## src/rtl/frame_rate_drop_duplicate_top_macros.svh

```systemverilog
// Assertion macros for the frame rate drop/duplicate block.
// Used by the top level; expects signals clk and rst in scope.
`ifndef FRAME_RATE_DROP_DUPLICATE_TOP_MACROS_SVH
`define FRAME_RATE_DROP_DUPLICATE_TOP_MACROS_SVH

// Checked property, quiet while reset is high
`define FRD_ASSERT(lbl, prop, msg) \
  lbl: assert property (@(posedge clk) disable iff (rst) prop) else $error(msg);

// Checked property that also holds across reset
`define FRD_ASSERT_ALWAYS(lbl, prop, msg) \
  lbl: assert property (@(posedge clk) prop) else $error(msg);

`endif

```

## src/rtl/frd_pkg.sv

```systemverilog
// Shared types, constants and helper functions for the frame rate
// drop/duplicate block. No dependencies.
package frd_pkg;

  localparam int MAX_RUN_DEF     = 64;
  localparam int PAD_LIMIT_DEF   = 25;
  localparam int HANDLE_BITS_DEF = 16;
  // Result counters: wide enough for the largest run or pad of any legal setting
  localparam int CNT_BITS        = 7;
  localparam int QUEUE_DEPTH     = 2;
  localparam logic [63:0] NS_PER_S = 64'd1000000000;

  localparam logic [1:0] CFG_OUT_NUM   = 2'd0;
  localparam logic [1:0] CFG_OUT_DEN   = 2'd1;
  localparam logic [1:0] CFG_IN_DEN    = 2'd2;
  localparam logic [1:0] CFG_START_1ST = 2'd3;

  typedef enum logic [1:0] {
    CMD_FRAME, CMD_SEGMENT, CMD_EOS, CMD_FLUSH
  } cmd_t;

  typedef enum logic [2:0] {
    ST_OK, ST_LATE, ST_NONEG, ST_NOTS, ST_CAPPED, ST_EOS_EMPTY
  } status_t;

  typedef enum logic [1:0] {
    MD_IDLE, MD_MUL, MD_DIV, MD_DONE
  } md_state_t;

  typedef enum logic [4:0] {
    S_IDLE, S_DISPATCH, S_FR_SETUP, S_SO_WAIT, S_FR_DIFF, S_FR_CMP, S_FR_AFTER,
    S_FR_END, S_SEG_CHK, S_SEG_CLOSE, S_SEG_SET, S_PUSH, S_PUSH_WAIT,
    S_PUSH_CALC, S_PUSH_WR, S_DRAIN_RD, S_DRAIN_OUT
  } core_state_t;

  typedef struct packed {
    cmd_t        cmd;
    logic [62:0] time_value;
    logic        time_present;
    logic [62:0] frame_duration;
    logic        duration_present;
    logic [15:0] handle;
    logic [62:0] stop_time;
    logic        stop_present;
    logic [62:0] accumulated_time;
    logic        is_update;
  } item_t;

  typedef struct packed {
    logic [30:0] out_num;
    logic [30:0] out_den;
    logic [30:0] in_den;
    logic        start_at_first;
  } cfg_t;

  typedef struct packed {
    logic [15:0] handle;
    logic [63:0] tstamp;
    logic [63:0] dur;
    logic [62:0] seq;
    logic        disc;
  } res_t;

  typedef struct packed {
    logic [CNT_BITS-1:0] n_res;
    logic [CNT_BITS-1:0] rd_idx;
  } dbg_t;

  function automatic logic [63:0] absdiff(logic [63:0] a, logic [63:0] b);
    return (a >= b) ? a - b : b - a;
  endfunction

  // Saturating 32-bit counter add
  function automatic logic [31:0] sat_add(logic [31:0] c, logic [CNT_BITS-1:0] v);
    logic [32:0] s;
    s = {1'b0, c} + 33'(v);
    return s[32] ? 32'hFFFF_FFFF : s[31:0];
  endfunction

endpackage

```

## src/rtl/frd_front.sv

```systemverilog
// Front end: input request queue, command decode and handle masking.
// Depends on frd_pkg.
module frd_front import frd_pkg::*; #(
  parameter int HANDLE_BITS = HANDLE_BITS_DEF
) (
  input  logic        clk,
  input  logic        rst,
  input  logic        in_valid,
  output logic        in_ready,
  input  logic [1:0]  command,
  input  logic [62:0] time_value,
  input  logic        time_present,
  input  logic [62:0] frame_duration,
  input  logic        duration_present,
  input  logic [15:0] frame_handle,
  input  logic [62:0] stop_time,
  input  logic        stop_present,
  input  logic [62:0] accumulated_time,
  input  logic        is_update,
  output item_t       item,
  output logic        item_valid,
  input  logic        item_pop
);

  localparam int QW = (QUEUE_DEPTH > 1) ? $clog2(QUEUE_DEPTH) : 1;
  localparam logic [15:0] HMASK =
    (HANDLE_BITS >= 16) ? 16'hFFFF : 16'((32'd1 << HANDLE_BITS) - 32'd1);

  item_t             q_mem [QUEUE_DEPTH];
  logic [QW-1:0]     wptr, rptr;
  logic [QW:0]       count;
  item_t             in_item;
  logic              push, pop;

  // Classify the incoming request
  always_comb begin
    in_item.cmd              = cmd_t'(command);
    in_item.time_value       = time_value;
    in_item.time_present     = time_present;
    in_item.frame_duration   = frame_duration;
    in_item.duration_present = duration_present;
    in_item.handle           = frame_handle & HMASK;
    in_item.stop_time        = stop_time;
    in_item.stop_present     = stop_present;
    in_item.accumulated_time = accumulated_time;
    in_item.is_update        = is_update;
  end

  assign in_ready   = (count != (QW+1)'(QUEUE_DEPTH));
  assign push       = in_valid && in_ready;
  assign item_valid = (count != '0);
  assign pop        = item_pop && item_valid;
  assign item       = q_mem[rptr];

  // Queue storage
  always_ff @(posedge clk) begin
    if (push) q_mem[wptr] <= in_item;
  end

  // Queue pointers
  always_ff @(posedge clk) begin
    if (rst) begin
      wptr  <= '0;
      rptr  <= '0;
      count <= '0;
    end else begin
      if (push) wptr <= (wptr == QW'(QUEUE_DEPTH-1)) ? '0 : wptr + QW'(1);
      if (pop)  rptr <= (rptr == QW'(QUEUE_DEPTH-1)) ? '0 : rptr + QW'(1);
      count <= count + (QW+1)'(push) - (QW+1)'(pop);
    end
  end

endmodule

```

## config.mk

```make
export PLATFORM = sky130hd
export DESIGN_NAME = frd_front
export DESIGN_NICKNAME = d
export VERILOG_FILES = /design/src/rtl/frame_rate_drop_duplicate_top_macros.svh /design/src/rtl/frd_pkg.sv /design/src/rtl/frd_front.sv
export SDC_FILE = /design/constraint.sdc
export NUM_CORES = 1
export LEC_CHECK = 0
export BUFFER_PORTS_ARGS = -buffer_cell sky130_fd_sc_hd__buf_2
export CAP_MARGIN = 10
export CELL_PAD_IN_SITES_DETAIL_PLACEMENT = 1
export CELL_PAD_IN_SITES_GLOBAL_PLACEMENT = 1
export CORE_ASPECT_RATIO = 1.5
export CORE_MARGIN = 5
export CORE_UTILIZATION = 35
export CTS_BUF_LIST = sky130_fd_sc_hd__clkbuf_4
export CTS_CLUSTER_DIAMETER = 50
export DETAILED_ROUTE_END_ITERATION = 16
export PLACE_DENSITY_LB_ADDON = 0.12
export SYNTH_ARGS = -nofsm -noshare
export SYNTH_HDL_FRONTEND = slang
export SYNTH_SLANG_ARGS = --single-unit
```

## constraint.sdc

```tcl
create_clock -name clk -period 10 [get_ports clk]
set_clock_uncertainty 0.05 [all_clocks]
set_input_delay 2 -clock clk [delete_from_list [all_inputs] [get_ports clk]]
set_output_delay 2 -clock clk [all_outputs]
set_load 0.01 [all_outputs]
```

==> results by group, run 1 <==
Outcome
  • Result of the run: completed

Synthesis
  • Netlist cell types: 21
  • Area share of fa/ha/maj cells after synthesis: 0.000622
  • Syn_area_per_cell: 22.8 µm²
  • Dominant combinational cell family by area after synthesis: multiplexers
  • Share of synthesized area spent on multiplexers: 0.154
  • Sequential fraction of the synthesis area: 0.822
  • Synth Instances: 881
  • Compound-gate portion of the synthesized area: 0.00255
  • Simple-gate portion of the synthesized area: 0.00342
  • Total nets after synthesis: 1160
  • Synthesized area: 20100 µm²
  • Register bit count reported by yosys: 553
  • Warnings from Yosys: 0
  • Share of the synthesized netlist area taken by xor and xnor gates: 0.000435

Timing
  • RSZ-0062 raised after global routing: false
  • Setup total negative slack: 0 ns
  • Share of the clock period used by the worst path after layout: 0.537
  • Remaining max-slew budget at the tightest pin: 0.214
  • Slew at the pin closest to its max-slew limit: 1.18 ns
  • Final count of negative-setup-slack endpoints: 0
  • FMAX: 186 MHz
  • Final count of pins violating max slew: 0
  • Clock period minus worst slack: 5.37 ns
  • Final hold violation count: 0

Detailed routing
  • Remaining routing DRC violations: 0
  • DRT Wirelength: 52.0 mm
  • Wire length per cell: 21.5 µm
  • Detailed Route Iter0 Violations: 437
  • Via density per instance: 4.53
  • Pre-Repair DR Iteration Count: 4
  • Routed vias: 11000
  • Post-route antenna net violation count: 0

Hold path
  • Class of the tightest hold or removal check: reg -> reg
  • Number of cells on the worst hold path: 2
  • Hold path startpoint: rptr

Power and ir drop
  • Reported leakage power: 0.00945 µW
  • Post-layout total power: 5920 µW
  • Peak supply drop: 114 µV
  • Cell area power density: 233 nW/µm²

Critical path
  • Crit-path slowest cell: sky130_fd_sc_hd__dfxtp_4
  • Worst setup slack for register-to-register paths: 7.24 ns
  • Sequence of cells on the critical path: buf_4 > mux2_2 > buf_2
  • Worst path top cell family by delay: buffers and inverters
  • Number of buffers and inverters on the critical path: 2
  • Worst Setup Path Type: reg -> out
  • Kind of start point of the critical path: flip-flop
  • Critical Path End Type: output pin
  • Data arrival time of the worst path: 3.32 ns
  • FF-to-FF End: q_mem[1][43]
  • Highest fanout seen on the critical path: 75
  • Critical R2R Launch: count[0]
  • R2R cell count: 3
  • Required arrival time at the worst endpoint: 7.95 ns
  • Largest stage delay on the critical path: 0.96 ns

Die
  • Die height: 304 µm
  • Number of top-level pins: 554
  • Area of the die: 62500 µm²
  • Number of cell rows: 107
  • Die Span X: 206 µm
  • Initial Util: 0.354
  • Core area: 56900 µm²

Clock tree
  • CTS root buffer: sky130_fd_sc_hd__clkbuf_4
  • Clock slew seen by the registers of the worst setup and hold paths: 0.06 ns
  • Number of buffers added for setup after CTS: 0
  • Clock H-tree levels: 4
  • TritonCTS Sinks: 553
  • TritonCTS clock tree: yes
  • CTS Buffer Depth: 3
  • TritonCTS buffer count: 138
  • Worst-skew pair later-pin latency: 0.82 ns
  • Post-CTS Hold Buffers: 0
  • PostCTS Resize Cnt: 0

Placed design
  • I/O Buffers: 553
  • Placer Congestion: 0.767
  • HPWL Detailed: 35.9 mm

Final layout
  • Most common library cell in the layout ignoring fill and taps: sky130_fd_sc_hd__buf_2
  • Leading cell types in the layout, fill and taps excluded: 553 x sky130_fd_sc_hd__buf_2, 548 x sky130_fd_sc_hd__edfxtp_1, 275 x sky130_fd_sc_hd__mux2_2
  • Fraction of layout instances using a drive strength above 1: 0.642
  • Layout Area Growth over Synthesis: 25.9%
  • Final Net Count: 1829

Global route
  • GR Overflow Total: 0
  • Maximum number of pins on one net before global-route repair: 159
  • Number of antenna violations at the first check in global routing: 36
  • Total global-route track usage: 0.161
  • Number of global-route vias before repair: 12200
  • Global-route wire length before repair: 74.8 mm

Job
  • Maximum Capacitance Violations: 0
[layout make-up]
class	instances	area (µm²)
clock inverters	20	155
clock buffers	199	1490
diodes	27	67.6
inverters	1	11.3
fillers	5710	31600
repair buffers	559	2850
well taps	763	955
flip-flops and latches	553	16600
multi-input cells	297	3240
[power breakdown]
part           switching (µW)  total [µW]  internal (µW)
Clock                     834        1810            977
Combinational             653        1190            542
Sequential               86.6        2910           2820
Total                    1570        5920           4340
[stage by stage]
| stage | hold WS (ns) | setup WS (ns) | util | std cells | cell area (µm²) |
|---|---|---|---|---|---|
| final | 0.453 | 4.63 | 0.445 | 2419 | 25300 |
| after CTS | 0.459 | 4.44 | 0.444 | 2392 | 25300 |
| after global routing | 0.488 | 4.37 | 0.445 | 2402 | 25300 |
| after detailed placement | 0.441 | 5.43 | 0.415 | 2173 | 23600 |
| after global placement | 0.437 | 5.49 | 0.415 | 2173 | 23600 |
| after floorplan | 0.422 | 0.992 | - | 881 | 20100 |
[metal layers]
| layer | wire length [µm] | track usage | up-vias | part of all wire |
|---|---|---|---|---|
| met5 | 213 | 0 | - | 0.0041 |
| met1 | 18500 | 0.168 | 5336 | 0.35 |
| met2 | 25300 | 0.263 | 475 | 0.49 |
| met4 | 1570 | 0.0751 | 30 | 0.030 |
| li1 | - | - | 4989 | - |
| met3 | 6480 | 0.0921 | 126 | 0.12 |
[flip-flops by register name, indices dropped and copies added (netlist names), named ones only]
name,cells
rptr,1
count,2
wptr,1
q_mem,548
[cell families after synthesis]
| logic type | after synthesis |
|---|---|
| DFF | 553 |
| adders and majority gates | 1 |
| muxes | 275 |
| buffers and inverters | 31 |
| and+or+nand+nor | 13 |
| xor gates and xnor gates | 1 |
| AOI/OAI and AO/OA | 7 |
[worst min-delay path, cell delays in order (launching register included)]
cell,delay (ns)
sky130_fd_sc_hd__dfxtp_1,0.32
sky130_fd_sc_hd__xor2_1,0.08
sky130_fd_sc_hd__nor2_1,0.07
[worst max path at each step]
stage                     slack, ns          end  startpoint  cells past startpoint
after floorplan                0.99  q_mem[1][0]    in_valid                      1
after global placement         5.49    item[229]   flip-flop                      3
after detailed placement       5.43    item[213]   flip-flop                      3
after CTS                      4.44    item[213]   flip-flop                      3
after global routing           4.37    item[213]   flip-flop                      3
final                          4.63     item[34]   flip-flop                      3
[cells in the mapped netlist]
cell type,n,share of area
sky130_fd_sc_hd__nand2b_1,1,0.00031
sky130_fd_sc_hd__mux2_2,275,0.15
sky130_fd_sc_hd__nand3b_1,1,0.00037
sky130_fd_sc_hd__a21oi_1,1,0.00025
sky130_fd_sc_hd__a21bo_1,1,0.00050
sky130_fd_sc_hd__buf_2,1,0.00025
sky130_fd_sc_hd__a211oi_1,1,0.00037
sky130_fd_sc_hd__ha_1,1,0.00062
sky130_fd_sc_hd__xor2_1,1,0.00044
sky130_fd_sc_hd__a21bo_2,1,0.00050
sky130_fd_sc_hd__and3_1,1,0.00031
sky130_fd_sc_hd__o21ai_0,2,0.00050
sky130_fd_sc_hd__nor2b_1,3,0.00093
sky130_fd_sc_hd__edfxtp_1,548,0.82
sky130_fd_sc_hd__inv_1,1,0.00019
sky130_fd_sc_hd__nand3_1,1,0.00025
sky130_fd_sc_hd__dfxtp_1,5,0.0050
sky130_fd_sc_hd__buf_6,29,0.016
sky130_fd_sc_hd__a32oi_1,1,0.00044
sky130_fd_sc_hd__nor2_1,5,0.00093
sky130_fd_sc_hd__or2_2,1,0.00031
No activity file was read; power rests on OpenSTA's default activity.
==> run 2: changes to the inputs <==
Clock period 10 ns to 4.9 ns, I/O delays scaled along.
==> run 2 against run 1 <==
Compared with the run above: total power rose by 100%; die area did not move; core utilization increased by 0.13 points; first-iteration DRC count decreased by 24%; sequential share of layout area is 0.19 points lower; combinational power up 110%; sequential power up 100%; via count fell by 0.45%; highest routed layer unchanged.
==> results by group, run 2 (synthesized netlist as in run 1, its figures left out) <==
Die
  • Area of the die: 62500 µm²
  • Die Span X: 206 µm
  • Number of top-level pins: 554
  • Initial Util: 0.354
  • Die height: 304 µm
  • Core area: 56900 µm²
  • Number of cell rows: 107

Timing
  • Final count of negative-setup-slack endpoints: 0
  • Remaining max-slew budget at the tightest pin: 0.252
  • Slew at the pin closest to its max-slew limit: 1.12 ns
  • Hold_ws: 0.270 ns
  • Final count of pins violating max slew: 0
  • Final hold violation count: 0
  • Share of the clock period used by the worst path after layout: 0.782
  • Worst setup margin: 1.07 ns
  • FMAX: 261 MHz
  • Clock period minus worst slack: 3.83 ns
  • RSZ-0062 raised after global routing: false

Power and ir drop
  • Reported leakage power: 0.00951 µW
  • Peak supply drop: 237 µV
  • Cell area power density: 477 nW/µm²

Hold path
  • Hold Path Sink: q_mem[0][137]
  • Number of cells on the worst hold path: 1
  • Hold path startpoint: frame_handle[9]
  • Class of the tightest hold or removal check: in -> reg

Critical path
  • Highest fanout seen on the critical path: 77
  • Worst setup slack for register-to-register paths: 1.77 ns
  • FF-to-FF End: q_mem[0][220]
  • Kind of start point of the critical path: flip-flop
  • Data arrival time of the worst path: 2.80 ns
  • Critical R2R Launch: count[0]
  • Crit-path slowest cell: sky130_fd_sc_hd__dfxtp_4
  • R2R cell count: 5
  • Required arrival time at the worst endpoint: 3.87 ns
  • Worst Setup Path Type: reg -> out
  • Largest stage delay on the critical path: 0.87 ns
  • Critical Path End Type: output pin
  • Sequence of cells on the critical path: buf_12 > mux2_2 > buf_2

Clock tree
  • TritonCTS Sinks: 553
  • Post-CTS Hold Buffers: 0
  • Clock slew seen by the registers of the worst setup and hold paths: 0.07 ns
  • PostCTS Resize Cnt: 0
  • TritonCTS buffer count: 137
  • Clock H-tree levels: 4
  • CTS Buffer Depth: 3
  • CTS root buffer: sky130_fd_sc_hd__clkbuf_4
  • Number of buffers added for setup after CTS: 0
  • Worst-skew pair later-pin latency: 0.82 ns
  • TritonCTS clock tree: yes

Global route
  • Maximum number of pins on one net before global-route repair: 80
  • Global-route wire length before repair: 75.0 mm
  • Number of global-route vias before repair: 12300
  • GR Overflow Total: 0
  • Total global-route track usage: 0.161
  • Number of antenna violations at the first check in global routing: 28

Detailed routing
  • DRT Wirelength: 51.6 mm
  • Wire length per cell: 21.3 µm
  • Via density per instance: 4.51
  • Pre-Repair DR Iteration Count: 4
  • Remaining routing DRC violations: 0
  • Detailed Route Iter0 Violations: 333
  • Routed vias: 10900
  • Post-route antenna net violation count: 0

Final layout
  • Fraction of layout instances using a drive strength above 1: 0.645
  • Count of fill cells added during filler insertion: 5698
  • Layout Area Growth over Synthesis: 26.2%
  • Largest regs: q_mem (548), count (2)
  • Most flops, register: q_mem
  • Most common library cell in the layout ignoring fill and taps: sky130_fd_sc_hd__buf_2
  • Leading cell types in the layout, fill and taps excluded: 553 x sky130_fd_sc_hd__buf_2, 548 x sky130_fd_sc_hd__edfxtp_1, 275 x sky130_fd_sc_hd__mux2_2
  • Largest register FFs: 548
  • Final Net Count: 1841

Job
  • Maximum Capacitance Violations: 0

Placed design
  • Placer Congestion: 0.735
  • Setup slack after placement: 1.27 ns
  • I/O Buffers: 553
  • HPWL Detailed: 36.2 mm

Outcome
  • Result of the run: completed
## run 2: report_power, final
part	total [µW]	leakage, µW	internal (µW)	switching [µW]
registers	5900	0.00517	5760	147
logic	2530	0.00335	1130	1400
clock network	3670	0.000990	1950	1720
total	12100	0.00951	8840	3270
## run 2: area by class of cell
type                            count  area, µm²  area share
Antenna cell                       14       35.0     0.00138
Sequential cell                   553      16600       0.652
Clock buffer                      200       1500      0.0591
Clock inverter                     21        135     0.00532
Tap cell                          763        955      0.0376
Timing Repair Buffer              572       2970       0.117
Multi-Input combinational cell    297       3240       0.128
Inverter                            1       7.51    0.000295
## run 2: worst max-delay path by stage
stage,cells past startpoint,endpoint,from,slack (ns)
floorplan,2,q_mem[0][0],in_valid,-0.75
global placement,5,q_mem[0][231],in_valid,1.25
detailed placement,5,q_mem[0][38],in_valid,1.27
CTS,3,item[253],flip-flop,0.88
global route,3,item[125],flip-flop,0.84
finish,3,item[126],flip-flop,1.07
## run 2: worst max-delay path: cells and delay by family (launching register included)
kind	cells	cell delay (ns)
flops	1	0.87
buf+inv	2	0.61
mux	1	0.41
## run 2: stage by stage
stage                      util  instances  total power, µW  cell area, µm²  setup TNS (ns)
after global routing      0.446       2413            12800           25400               0
after global placement    0.417       2186             8600           23700               0
after CTS                 0.446       2407            12400           25400               0
after floorplan               -        881             7600           20100         -206.77
final                     0.447       2421            12100           25400               0
after detailed placement  0.417       2186             8620           23700               0
## run 2: routing by layer
layer,vias to the layer above,track usage,routed length (µm),part of all wire
met5,-,0,126,0.0024
met4,20,0.0722,1450,0.028
met3,124,0.0931,6640,0.13
met2,488,0.278,26600,0.52
met1,5306,0.154,16800,0.33
li1,4969,-,-,-
