`config.mk`:
```
export PLATFORM = sky130hd
export DESIGN_NAME = frd_muldiv
export DESIGN_NICKNAME = d
export VERILOG_FILES = /design/src/rtl/frame_rate_drop_duplicate_top_macros.svh /design/src/rtl/frd_pkg.sv /design/src/rtl/frd_muldiv.sv
export SDC_FILE = /design/constraint.sdc
export NUM_CORES = 1
export LEC_CHECK = 0
export BUFFER_PORTS_ARGS = -buffer_cell sky130_fd_sc_hd__buf_4
export CELL_PAD_IN_SITES_DETAIL_PLACEMENT = 1
export CELL_PAD_IN_SITES_GLOBAL_PLACEMENT = 2
export CORE_UTILIZATION = 41
export CTS_BUF_LIST = sky130_fd_sc_hd__clkbuf_4 sky130_fd_sc_hd__clkbuf_8
export CTS_CLUSTER_SIZE = 25
export DETAILED_ROUTE_END_ITERATION = 12
export GPL_TIMING_DRIVEN = 1
export HOLD_SLACK_MARGIN = 0.12
export PLACE_DENSITY_LB_ADDON = 0.1
export SETUP_SLACK_MARGIN = 0.3
export SKIP_CTS_REPAIR_TIMING = 1
export SLEW_MARGIN = 20
export SYNTH_ARGS = -nofsm -noshare
export SYNTH_HDL_FRONTEND = slang
export SYNTH_SLANG_ARGS = --single-unit
```
`constraint.sdc`:
```
create_clock -name clk -period 17.95 [get_ports clk]
set_input_delay 1.795 -clock clk [delete_from_list [all_inputs] [get_ports clk]]
set_output_delay 1.795 -clock clk [all_outputs]
set_load 0.03 [all_outputs]
```
`src/rtl/frame_rate_drop_duplicate_top_macros.svh`:
```
// Assertion macros for the frame rate drop/duplicate block.
// Used by the top level; expects signals clk and rst in scope.
`ifndef FRAME_RATE_DROP_DUPLICATE_TOP_MACROS_SVH
`define FRAME_RATE_DROP_DUPLICATE_TOP_MACROS_SVH

// Checked property, quiet while reset is high
`define FRD_ASSERT(lbl, prop, msg) \
  lbl: assert property (@(posedge clk) disable iff (rst) prop) else $error(msg);

// Checked property that also holds across reset
`define FRD_ASSERT_ALWAYS(lbl, prop, msg) \
  lbl: assert property (@(posedge clk) prop) else $error(msg);

`endif

```
`src/rtl/frd_pkg.sv`:
```
// Shared types, constants and helper functions for the frame rate
// drop/duplicate block. No dependencies.
package frd_pkg;

  localparam int MAX_RUN_DEF     = 64;
  localparam int PAD_LIMIT_DEF   = 25;
  localparam int HANDLE_BITS_DEF = 16;
  // Result counters: wide enough for the largest run or pad of any legal setting
  localparam int CNT_BITS        = 7;
  localparam int QUEUE_DEPTH     = 2;
  localparam logic [63:0] NS_PER_S = 64'd1000000000;

  localparam logic [1:0] CFG_OUT_NUM   = 2'd0;
  localparam logic [1:0] CFG_OUT_DEN   = 2'd1;
  localparam logic [1:0] CFG_IN_DEN    = 2'd2;
  localparam logic [1:0] CFG_START_1ST = 2'd3;

  typedef enum logic [1:0] {
    CMD_FRAME, CMD_SEGMENT, CMD_EOS, CMD_FLUSH
  } cmd_t;

  typedef enum logic [2:0] {
    ST_OK, ST_LATE, ST_NONEG, ST_NOTS, ST_CAPPED, ST_EOS_EMPTY
  } status_t;

  typedef enum logic [1:0] {
    MD_IDLE, MD_MUL, MD_DIV, MD_DONE
  } md_state_t;

  typedef enum logic [4:0] {
    S_IDLE, S_DISPATCH, S_FR_SETUP, S_SO_WAIT, S_FR_DIFF, S_FR_CMP, S_FR_AFTER,
    S_FR_END, S_SEG_CHK, S_SEG_CLOSE, S_SEG_SET, S_PUSH, S_PUSH_WAIT,
    S_PUSH_CALC, S_PUSH_WR, S_DRAIN_RD, S_DRAIN_OUT
  } core_state_t;

  typedef struct packed {
    cmd_t        cmd;
    logic [62:0] time_value;
    logic        time_present;
    logic [62:0] frame_duration;
    logic        duration_present;
    logic [15:0] handle;
    logic [62:0] stop_time;
    logic        stop_present;
    logic [62:0] accumulated_time;
    logic        is_update;
  } item_t;

  typedef struct packed {
    logic [30:0] out_num;
    logic [30:0] out_den;
    logic [30:0] in_den;
    logic        start_at_first;
  } cfg_t;

  typedef struct packed {
    logic [15:0] handle;
    logic [63:0] tstamp;
    logic [63:0] dur;
    logic [62:0] seq;
    logic        disc;
  } res_t;

  typedef struct packed {
    logic [CNT_BITS-1:0] n_res;
    logic [CNT_BITS-1:0] rd_idx;
  } dbg_t;

  function automatic logic [63:0] absdiff(logic [63:0] a, logic [63:0] b);
    return (a >= b) ? a - b : b - a;
  endfunction

  // Saturating 32-bit counter add
  function automatic logic [31:0] sat_add(logic [31:0] c, logic [CNT_BITS-1:0] v);
    logic [32:0] s;
    s = {1'b0, c} + 33'(v);
    return s[32] ? 32'hFFFF_FFFF : s[31:0];
  endfunction

endpackage

```
`src/rtl/frd_muldiv.sv`:
```
// Iterative floor(a*b/c) with saturation to all ones; 128-bit product.
// Depends on frd_pkg. Shift-add multiply, then restoring divide.
module frd_muldiv import frd_pkg::*; (
  input  logic        clk,
  input  logic        rst,
  input  logic        start,
  input  logic [63:0] a,
  input  logic [63:0] b,
  input  logic [63:0] c,
  output logic        done,
  output logic [63:0] q
);

  md_state_t    state, state_next;
  logic [127:0] ma;
  logic [63:0]  mb;
  logic [127:0] prod;
  logic [63:0]  cc;
  logic [5:0]   cnt;
  logic [63:0]  sh;
  logic         take;
  logic         ovf;

  // Divide step: shift in next dividend bit, subtract when it fits
  assign sh   = {prod[126:64], prod[63]};
  assign take = prod[127] || (sh >= cc);
  assign ovf  = (cc == 64'd0) || (prod[127:64] >= cc);

  // Next state
  always_comb begin
    state_next = state;
    case (state)
      MD_IDLE: if (start) state_next = MD_MUL;
      MD_MUL: begin
        if (cnt == 6'd63) state_next = MD_DIV;
      end
      MD_DIV: begin
        if (ovf && cnt == 6'd0) state_next = MD_DONE;
        else if (cnt == 6'd63) state_next = MD_DONE;
      end
      MD_DONE: state_next = MD_IDLE;
      default: state_next = MD_IDLE;
    endcase
  end

  // Outputs
  always_comb begin
    done = (state == MD_DONE);
  end

  always_ff @(posedge clk) begin
    if (rst) state <= MD_IDLE;
    else     state <= state_next;
  end

  // Datapath; the first divide cycle also checks for overflow
  always_ff @(posedge clk) begin
    case (state)
      MD_IDLE: begin
        if (start) begin
          ma   <= {64'd0, a};
          mb   <= b;
          cc   <= c;
          prod <= '0;
          cnt  <= '0;
        end
      end
      MD_MUL: begin
        if (mb[0]) prod <= prod + ma;
        ma  <= ma << 1;
        mb  <= mb >> 1;
        cnt <= cnt + 6'd1;
        q   <= '0;
      end
      MD_DIV: begin
        if (ovf && cnt == 6'd0) begin
          q <= '1;
        end else begin
          prod[63:0] <= {prod[62:0], 1'b0};
          prod[127:64] <= take ? sh - cc : sh;
          q   <= {q[62:0], take};
          cnt <= cnt + 6'd1;
        end
      end
      default: ;
    endcase
  end

endmodule

```
==> out/results.env, run 1 <==
STATUS='finished, final reports clean'
MET2_LAYER_WIRE_LENGTH_IN_THE_ROUTED_DESIGN_UM=55600
YS_DOMINANT_REG_CELL='edfxtp_1'
LAYOUT_OVERHEAD_ON_THE_SYNTHESIZED_AREA_PCT=13.8
YOSYS_WARNINGS=0
DRV_SLEW=0
MAX_FREQ_MHz=167
POST_SYNTHESIS_NET_COUNT=3725
DESIGN.CORE.AREA_MM2=0.0778
YOSYSMOSTFREQUENTCELL='edfxtp_1'
TOP_LEVEL_PORTS=260
DIE_Y_EXTENT_UM=283
PLACE_WS_PS=12040
CRITICALPATHCATEGORY='reg -> reg'
MAX_SLEW_MARGIN_PCT=28.2
FINISH.INSTANCE_AREA_MM2=0.0369
CRITICAL_PATH.MAX_FANOUT=68
SYNTH_CELLS=3266
DIEAREA_MM2=0.0802
YOSYSUNIQUECELLTYPES=88
SETUP-TNS-FINAL_PS=0
SYNTHDOMINANTAREACELLTYPE='edfxtp_1'
GRT_OVERFLOW_TOTAL=0
STDCELL_COUNT=4564
NUMBER_OF_ANTENNA_VIOLATIONS_AT_THE_FIRST_CHECK_IN_GLOBAL_ROUTING=13
YOSYS-TOP-CELLS-AREA='edfxtp_1 (42%), ha_1 (10%), mux2_2 (4.8%)'
ARRIVAL_PS=6310
ROUTABILITYCONGESTION=0.939
FINALNETCOUNT=3922
CLOCK_INSERTION_DELAY_WORST_SKEW_PS=720
POWER_PER_CELL_AREA_mW_PER_MM2=229
FINALSETUPVIOLCOUNT=0
SYNTH-ASYNC-RESET-RATIO_PCT=0
POSTSYNTHAREAPERCELL_UM2=9.93
DRT_ITER0_DRC=1658
TRANSITION_TIME_AT_THE_PIN_WITH_THE_LEAST_SLEW_MARGIN_PS=1060
CLKSINKCOUNT=456
FIRST_GLOBAL_VIAS=28800
DIE-WIDTH_UM=283
PORT-BUFFER-COUNT=259
DRT_FIRST_PASS_ITERS=5
STARTPOINT_TYPE='flip-flop'
CRITICAL_PATH.ENDPOINT_TYPE='flip-flop'
WORST_EP_REQUIRED_TIME_PS=18280
POWER.LEAKAGE_nW=14.6
INITIAL_UTILIZATION_PCT=41.7
SETUP_WS_PS=11970
CLK_TRANSITION_REPORTED_PATHS_PS=60
FIN_TOTAL_PWR_mW=8.45
DRT-MET1-WL_UM=52300
RSZ0062_AT_GRT='no'
YOSYS_REGISTER_BITS=456
CLOCK_TREE_FROM_TRITONCTS='done'
DP.CELLS=4415
GRT_MAX_DEGREE=105
SYNTH.YOSYS.SEQ_AREA_SHARE_PCT=42.2
HIGHEST_LAYER='met5'
DRC=0
EDFF_COUNT_SYNTH=454
WORSTHOLDPATHTYPE='reg -> reg'
VIA_COUNT=27300
FINAL.PERIOD_UTILIZATION_PCT=33.3
NUM_ROWS=102
GRT.TOTAL_USAGE_PCT=28.3
DRT_WL_TOTAL_UM=115000
WL_PER_CELL_UM=25.3
ROUTE.MET3.WL_UM=4580
CLK_ROOT_BUFFER_CELL='clkbuf_8'
PLACED_CELL_AREA_MM2=0.0352
MAX-CAP-VIOLATIONS=0
FIN_WORST_SKEW_PS=35.0
MAPPEDNETLISTAREA_MM2=0.0324
SYNTH.TOP_CELLS.BY_COUNT='edfxtp_1 (454), a21oi_1 (303), nand2_1 (281), ha_1 (262), o21ai_0 (231)'
MAX-VDD-IR-DROP_mV=0.131
LAYOUT-DRIVE-GT1-SHARE_PCT=16.7
CTSHTREEMAXLEVEL=3
DETAIL_ROUTE.VIAS_PER_CELL=5.97
YOSYSTOPAREACELLSHARE_PCT=42.0
FINAL_WORST_PATH_PERIOD_NEED_PS=5980
FINAL_ANTENNA_NET_COUNT=0
TIMING_HOLD_VIOLATIONS_FINAL=0
DETAILEDPLACEMENTHPWL_UM=89400
GRT_PASS1_WL_UM=177000
TRITONCTS.NUM_BUFFERS=85
CTS.PATH.MAX_BUFFERS=3
## through the flow
step | util, % | hold WS (ps)
2_1_floorplan | - | 523
3_3_place_gp | 45.2 | 526
3_5_place_dp | 45.3 | 536
4_1_cts | 47.3 | 543
5_1_grt | 47.4 | 559
6_report | 47.4 | 548
## area by class of cell
type / count / area (um^2)
clock inverters: 31 / 249
well taps: 1040 / 1300
multi-input cells: 2512 / 17700
clock buffers: 111 / 1370
repair buffers: 281 / 2130
diodes: 6 / 15.0
inverters: 127 / 477
flip-flops and latches: 456 / 13700
fillers: 8694 / 41000
## routing by layer
| metal | up-vias | global-route usage, % |
|---|---|---|
| met5 | - | 0 |
| met4 | 8 | 8.38 |
| met3 | 152 | 4.11 |
| met2 | 609 | 47.5 |
| met1 | 13800 | 37.7 |
| li1 | 12700 | - |
## flip-flops by register name, summed over array words and instances, names as in the netlist
| signal | count |
|---|---|
| prod | 128 |
| cc | 64 |
| q | 64 |
| state | 2 |
| mb | 64 |
| ma | 128 |
| cnt | 6 |
## logic make-up (layout without fill, tap and decap cells)
group / Yosys count / after routing / share of synthesized area (%)
compound gates: 1027 / 1027 / 20.0
xor+xnor: 175 / 175 / 4.73
fa+ha+maj: 264 / 264 / 10.2
buf+inv: 298 / 550 / 3.57
flops: 456 / 456 / 42.2
mux: 174 / 174 / 5.90
other cells: 0 / 6 / 0
simple gates: 872 / 872 / 13.4
## worst paths after layout
| check | depth (start not counted) | slack (ps) | end | startpoint |
|---|---|---|---|---|
| setup / recovery | 16 | 11970 | prod[6] | prod[64] |
| hold / removal | 2 | 550 | prod[8] | prod[7] |
| setup reg to reg | 16 | 11970 | prod[6] | prod[64] |
| hold reg to reg | 2 | 550 | prod[8] | prod[7] |
## where the power goes
part | switching [mW] | total [mW] | internal, mW | leakage [nW]
Combinational | 3.38 | 5.22 | 1.84 | 9.19
Clock | 0.486 | 1.02 | 0.531 | 0.854
Sequential | 0.354 | 2.22 | 1.87 | 4.54
Total | 4.22 | 8.45 | 4.24 | 14.6
## worst max-delay path, cell delays in order (launching register included)
cell,delay [ps]
edfxtp_1,450
inv_1,140
ha_1,230
nand2b_1,150
a21o_1,180
a21o_1,170
a211oi_1,230
o21ai_0,250
a21o_1,250
a21oi_1,250
o31ai_1,180
a31o_2,270
buf_4,320
a211oi_1,920
a21boi_4,300
buf_4,500
buf_4,630
## cells in the final DEF (no fill, tap or decap), drive strengths merged, types with 50 or more instances in the layout
cell type / instances
a21oi: 304
inv: 132
ha: 262
clkbuf: 111
buf: 281
a21o: 97
nand2: 281
nand4: 102
and2: 88
nand3: 50
nor3: 50
xor2: 70
nor2: 151
mux2: 137
o21bai: 53
o21a: 86
edfxtp: 454
o21ai: 240
xnor2: 105
Power figures use the tool's default switching activity.
==> run 2: changes to the inputs <==
Settings changed: ABC_AREA set to 1, CORE_UTILIZATION 41 to 32.
Clock period 17.95 ns to 5 ns, I/O delays scaled along.
==> run 2 against run 1 <==
  * Combinational power rose to 4.1 times the previous value
  * Setup slack got worse by 11000 ps
  * Cell count rose by 64%
  * Fmax rose by 57%
  * Core utilization fell by 8.5 points
  * Total power rose to 3.9 times the previous value
  * Routed wire length rose by 46%
  * Design area rose by 21%
  * The flow now finishes with violations (design-rule violations)
  * Count of clock-buffer cells in the layout rose by 8
  * Hold slack got worse by 410 ps
  * Area after synthesis rose by 14%
  * Highest routed layer is now met4
==> out/results.env, run 2 <==
STATUS='finished with violations'
VIOLATIONS='design-rule violations'
CRITICAL_PATH.CELL_CHAIN='ha_1 -> a21oi_1 -> o21ai_0 -> nand2_1 -> nand2_1 -> nand2_1 -> nand2_1 -> a21oi_1 -> nand2_1 -> nor2_4 -> nand3b_1 -> nand3_1 -> a21oi_1'
FINAL.PERIOD_UTILIZATION_PCT=76.0  # +43 points
DRV_SLEW=0  # unchanged
NUM_ROWS=124  # +22%
SYNTH_CELLS=5424  # +66%
TOP_LEVEL_PORTS=260  # unchanged
ROUTABILITYCONGESTION=1.03  # +9.6%
YOSYS_REGISTER_BITS=456  # unchanged
HOLD-WORST-SLACK_PS=141  # -407 ps
DIEAREA_MM2=0.117  # +46%
YS_DOMINANT_REG_CELL='edfxtp_1'
FINAL_WORST_PATH_PERIOD_NEED_PS=3800  # -2180 ps
LAYOUT-DRIVE-GT1-SHARE_PCT=7.77  # -9.0 points
STARTPOINT_TYPE='flip-flop'
MAX_FREQ_MHz=263  # +57%
MAPPEDNETLISTAREA_MM2=0.0371  # +14%
FINALSETUPVIOLCOUNT=0  # unchanged
VIA_COUNT=38100  # +40%
DIE_Y_EXTENT_UM=342  # +21%
NUMBER_OF_ANTENNA_VIOLATIONS_AT_THE_FIRST_CHECK_IN_GLOBAL_ROUTING=3  # -10
POSTSYNTHAREAPERCELL_UM2=6.84  # -31%
WL_PER_CELL_UM=22.5  # -11%
INITIAL_UTILIZATION_PCT=32.3  # -9.3 points
SYNTH.YOSYS.SEQ_AREA_SHARE_PCT=36.9  # -5.3 points
CLK_TRANSITION_REPORTED_PATHS_PS=60  # about the same
LAYOUT.CELLS.MOST_COMMON='nand2_1'
FIN_WORST_SKEW_PS=81.6  # +46.7 ps
CLOCK_INSERTION_DELAY_WORST_SKEW_PS=850  # +130 ps
POWER_PER_CELL_AREA_mW_PER_MM2=747  # +230%
DRT_WL_TOTAL_UM=168000  # +46%
DETAILEDPLACEMENTHPWL_UM=138000  # +54%
EDFF_COUNT_SYNTH=454  # unchanged
DETAIL_ROUTE.VIAS_PER_CELL=5.09  # -15%
CTS.PATH.MAX_BUFFERS=3  # unchanged
CLKSINKCOUNT=456  # unchanged
GRT.TOTAL_USAGE_PCT=28.0  # -0.28 points
FIRST_GLOBAL_VIAS=37700  # +31%
CTSHTREEMAXLEVEL=3  # unchanged
NFILLCELLS=14600  # +68%
YOSYSUNIQUECELLTYPES=48  # -45%
YOSYS_WARNINGS=0  # unchanged
POST_SYNTHESIS_NET_COUNT=5883  # +58%
MAX-CAP-VIOLATIONS=0  # unchanged
CRITICALPATHCATEGORY='reg -> reg'
DESIGN.CORE.AREA_MM2=0.115  # +47%
SYNTH.TOP_CELLS.BY_COUNT='nand2_1 (1916), inv_1 (786), nor2_1 (588), edfxtp_1 (454), a21oi_1 (415)'
SYNTHDOMINANTAREACELLTYPE='edfxtp_1'
POWER.LEAKAGE_nW=21.1  # +44%
MAX-VDD-IR-DROP_mV=0.373  # +180%
DRT_FIRST_PASS_ITERS=11  # +6
RSZ0062_AT_GRT='no'
TIMING_HOLD_VIOLATIONS_FINAL=0  # unchanged
MOST-COMMON-LAYOUT-CELLS='nand2_1 (1916), inv_1 (784), nor2_1 (587), edfxtp_1 (454), a21oi_1 (415)'
PORT-BUFFER-COUNT=259  # unchanged
FINALNETCOUNT=6353  # +62%
CRITPATHSLOWESTCELL='nor2_4'
CRITICAL_PATH.MAX_FANOUT=33  # -51%
SYNTH-ASYNC-RESET-RATIO_PCT=0  # unchanged
PATH_COMMON_CELL='nand2_1'
YOSYS-TOP-CELLS-AREA='edfxtp_1 (37%), nand2_1 (19%), ha_1 (8.8%)'
ARRIVAL_PS=4300  # -2010 ps
YOSYSMOSTFREQUENTCELL='nand2_1'
TOP_REGS='ma x128, prod x128'
TRITONCTS.NUM_BUFFERS=90  # +5.9%
GRT_PASS1_WL_UM=245000  # +38%
FINALCOREUTILIZATION_PCT=38.9  # -8.5 points
TRANSITION_TIME_AT_THE_PIN_WITH_THE_LEAST_SLEW_MARGIN_PS=1080  # +15.6 ps
MAX_SLEW_MARGIN_PCT=28.1  # -0.042 points
DIE-WIDTH_UM=342  # +21%
SETUP-TNS-FINAL_PS=0  # unchanged
DRT_ITER0_DRC=2629  # +59%
DRC=5  # +5
CLOCK_TREE_FROM_TRITONCTS='done'
WORST_EP_REQUIRED_TIME_PS=5500  # -12780 ps
CLK_ROOT_BUFFER_CELL='clkbuf_8'
CRITICAL-PATH-MAX-STAGE-DELAY_PS=780  # -140 ps
CRITICAL_PATH.ENDPOINT_TYPE='flip-flop'
GRT_OVERFLOW_TOTAL=0  # unchanged
FINAL_ANTENNA_NET_COUNT=0  # unchanged
YOSYSTOPAREACELLSHARE_PCT=36.8  # -5.3 points
LAYOUT_OVERHEAD_ON_THE_SYNTHESIZED_AREA_PCT=20.2
GRT_MAX_DEGREE=106  # +0.95%
WORSTHOLDPATHTYPE='in -> reg'
## run 2: kinds of logic after synthesis
| logic type | Yosys count | synth area share, % |
|---|---|---|
| xor gates and xnor gates | 39 | 0.921 |
| buffers and inverters | 891 | 9.19 |
| and+or+nand+nor | 2989 | 32.6 |
| adders and majority gates | 264 | 8.95 |
| DFF | 456 | 36.9 |
| AOI/OAI and AO/OA | 785 | 11.5 |
## run 2: power by group
| group | total [mW] | switching [mW] | internal, mW | leakage, nW |
|---|---|---|---|---|
| combinational | 21.3 | 15.4 | 5.94 | 15.5 |
| clock | 4.06 | 1.87 | 2.19 | 0.965 |
| sequential | 7.90 | 1.26 | 6.64 | 4.54 |
## run 2: final timing paths
kind,startpoint,slack [ps],endpoint,depth (start not counted)
setup reg to reg,prod[114],1200,prod[73],13
setup / recovery,prod[114],1200,prod[73],13
hold / removal,start,140,state[0],5
hold reg to reg,mb[54],520,mb[53],2
## run 2: critical path, delay by kind of cell (launching register included)
kind	cells	cell delay, ps
AOI/OAI and AO/OA	4	890
adders and majority gates	1	460
DFF	1	530
and+or+nand+nor	8	1510
## run 2: final cells by class
cell class | instances | area [um^2] | share of cell area (%)
Multi-Input combinational cell | 4077 | 20100 | 45.0
Clock buffer | 119 | 1460 | 3.28
Tap cell | 1512 | 1890 | 4.24
Sequential cell | 456 | 13700 | 30.7
Clock inverter | 38 | 368 | 0.825
Inverter | 795 | 2990 | 6.70
Antenna cell | 5 | 12.5 | 0.0281
Timing Repair Buffer | 474 | 4120 | 9.24
## run 2: routing by layer
| layer | up-vias | GRT usage (%) | part of all wire, % |
|---|---|---|---|
| met3 | 184 | 4.51 | 5.3 |
| li1 | 18500 | - | - |
| met4 | 0 | 8.05 | 2.8 |
| met5 | - | 0 | 0 |
| met1 | 18400 | 39.4 | 47 |
| met2 | 921 | 44.1 | 45 |
## run 2: through the flow
stage / instance area [um^2] / std cells / total power [mW] / worst slack [ps]
after CTS: 42600 / 7278 / 33.3 / 1190
after floorplan: 37100 / 5424 / 20.6 / 444
after global placement: 40800 / 7121 / 28.8 / 1240
after detailed placement: 40800 / 7121 / 29.0 / 1240
final: 44600 / 7476 / 33.3 / 1200
after global routing: 44600 / 7476 / 35.8 / 959
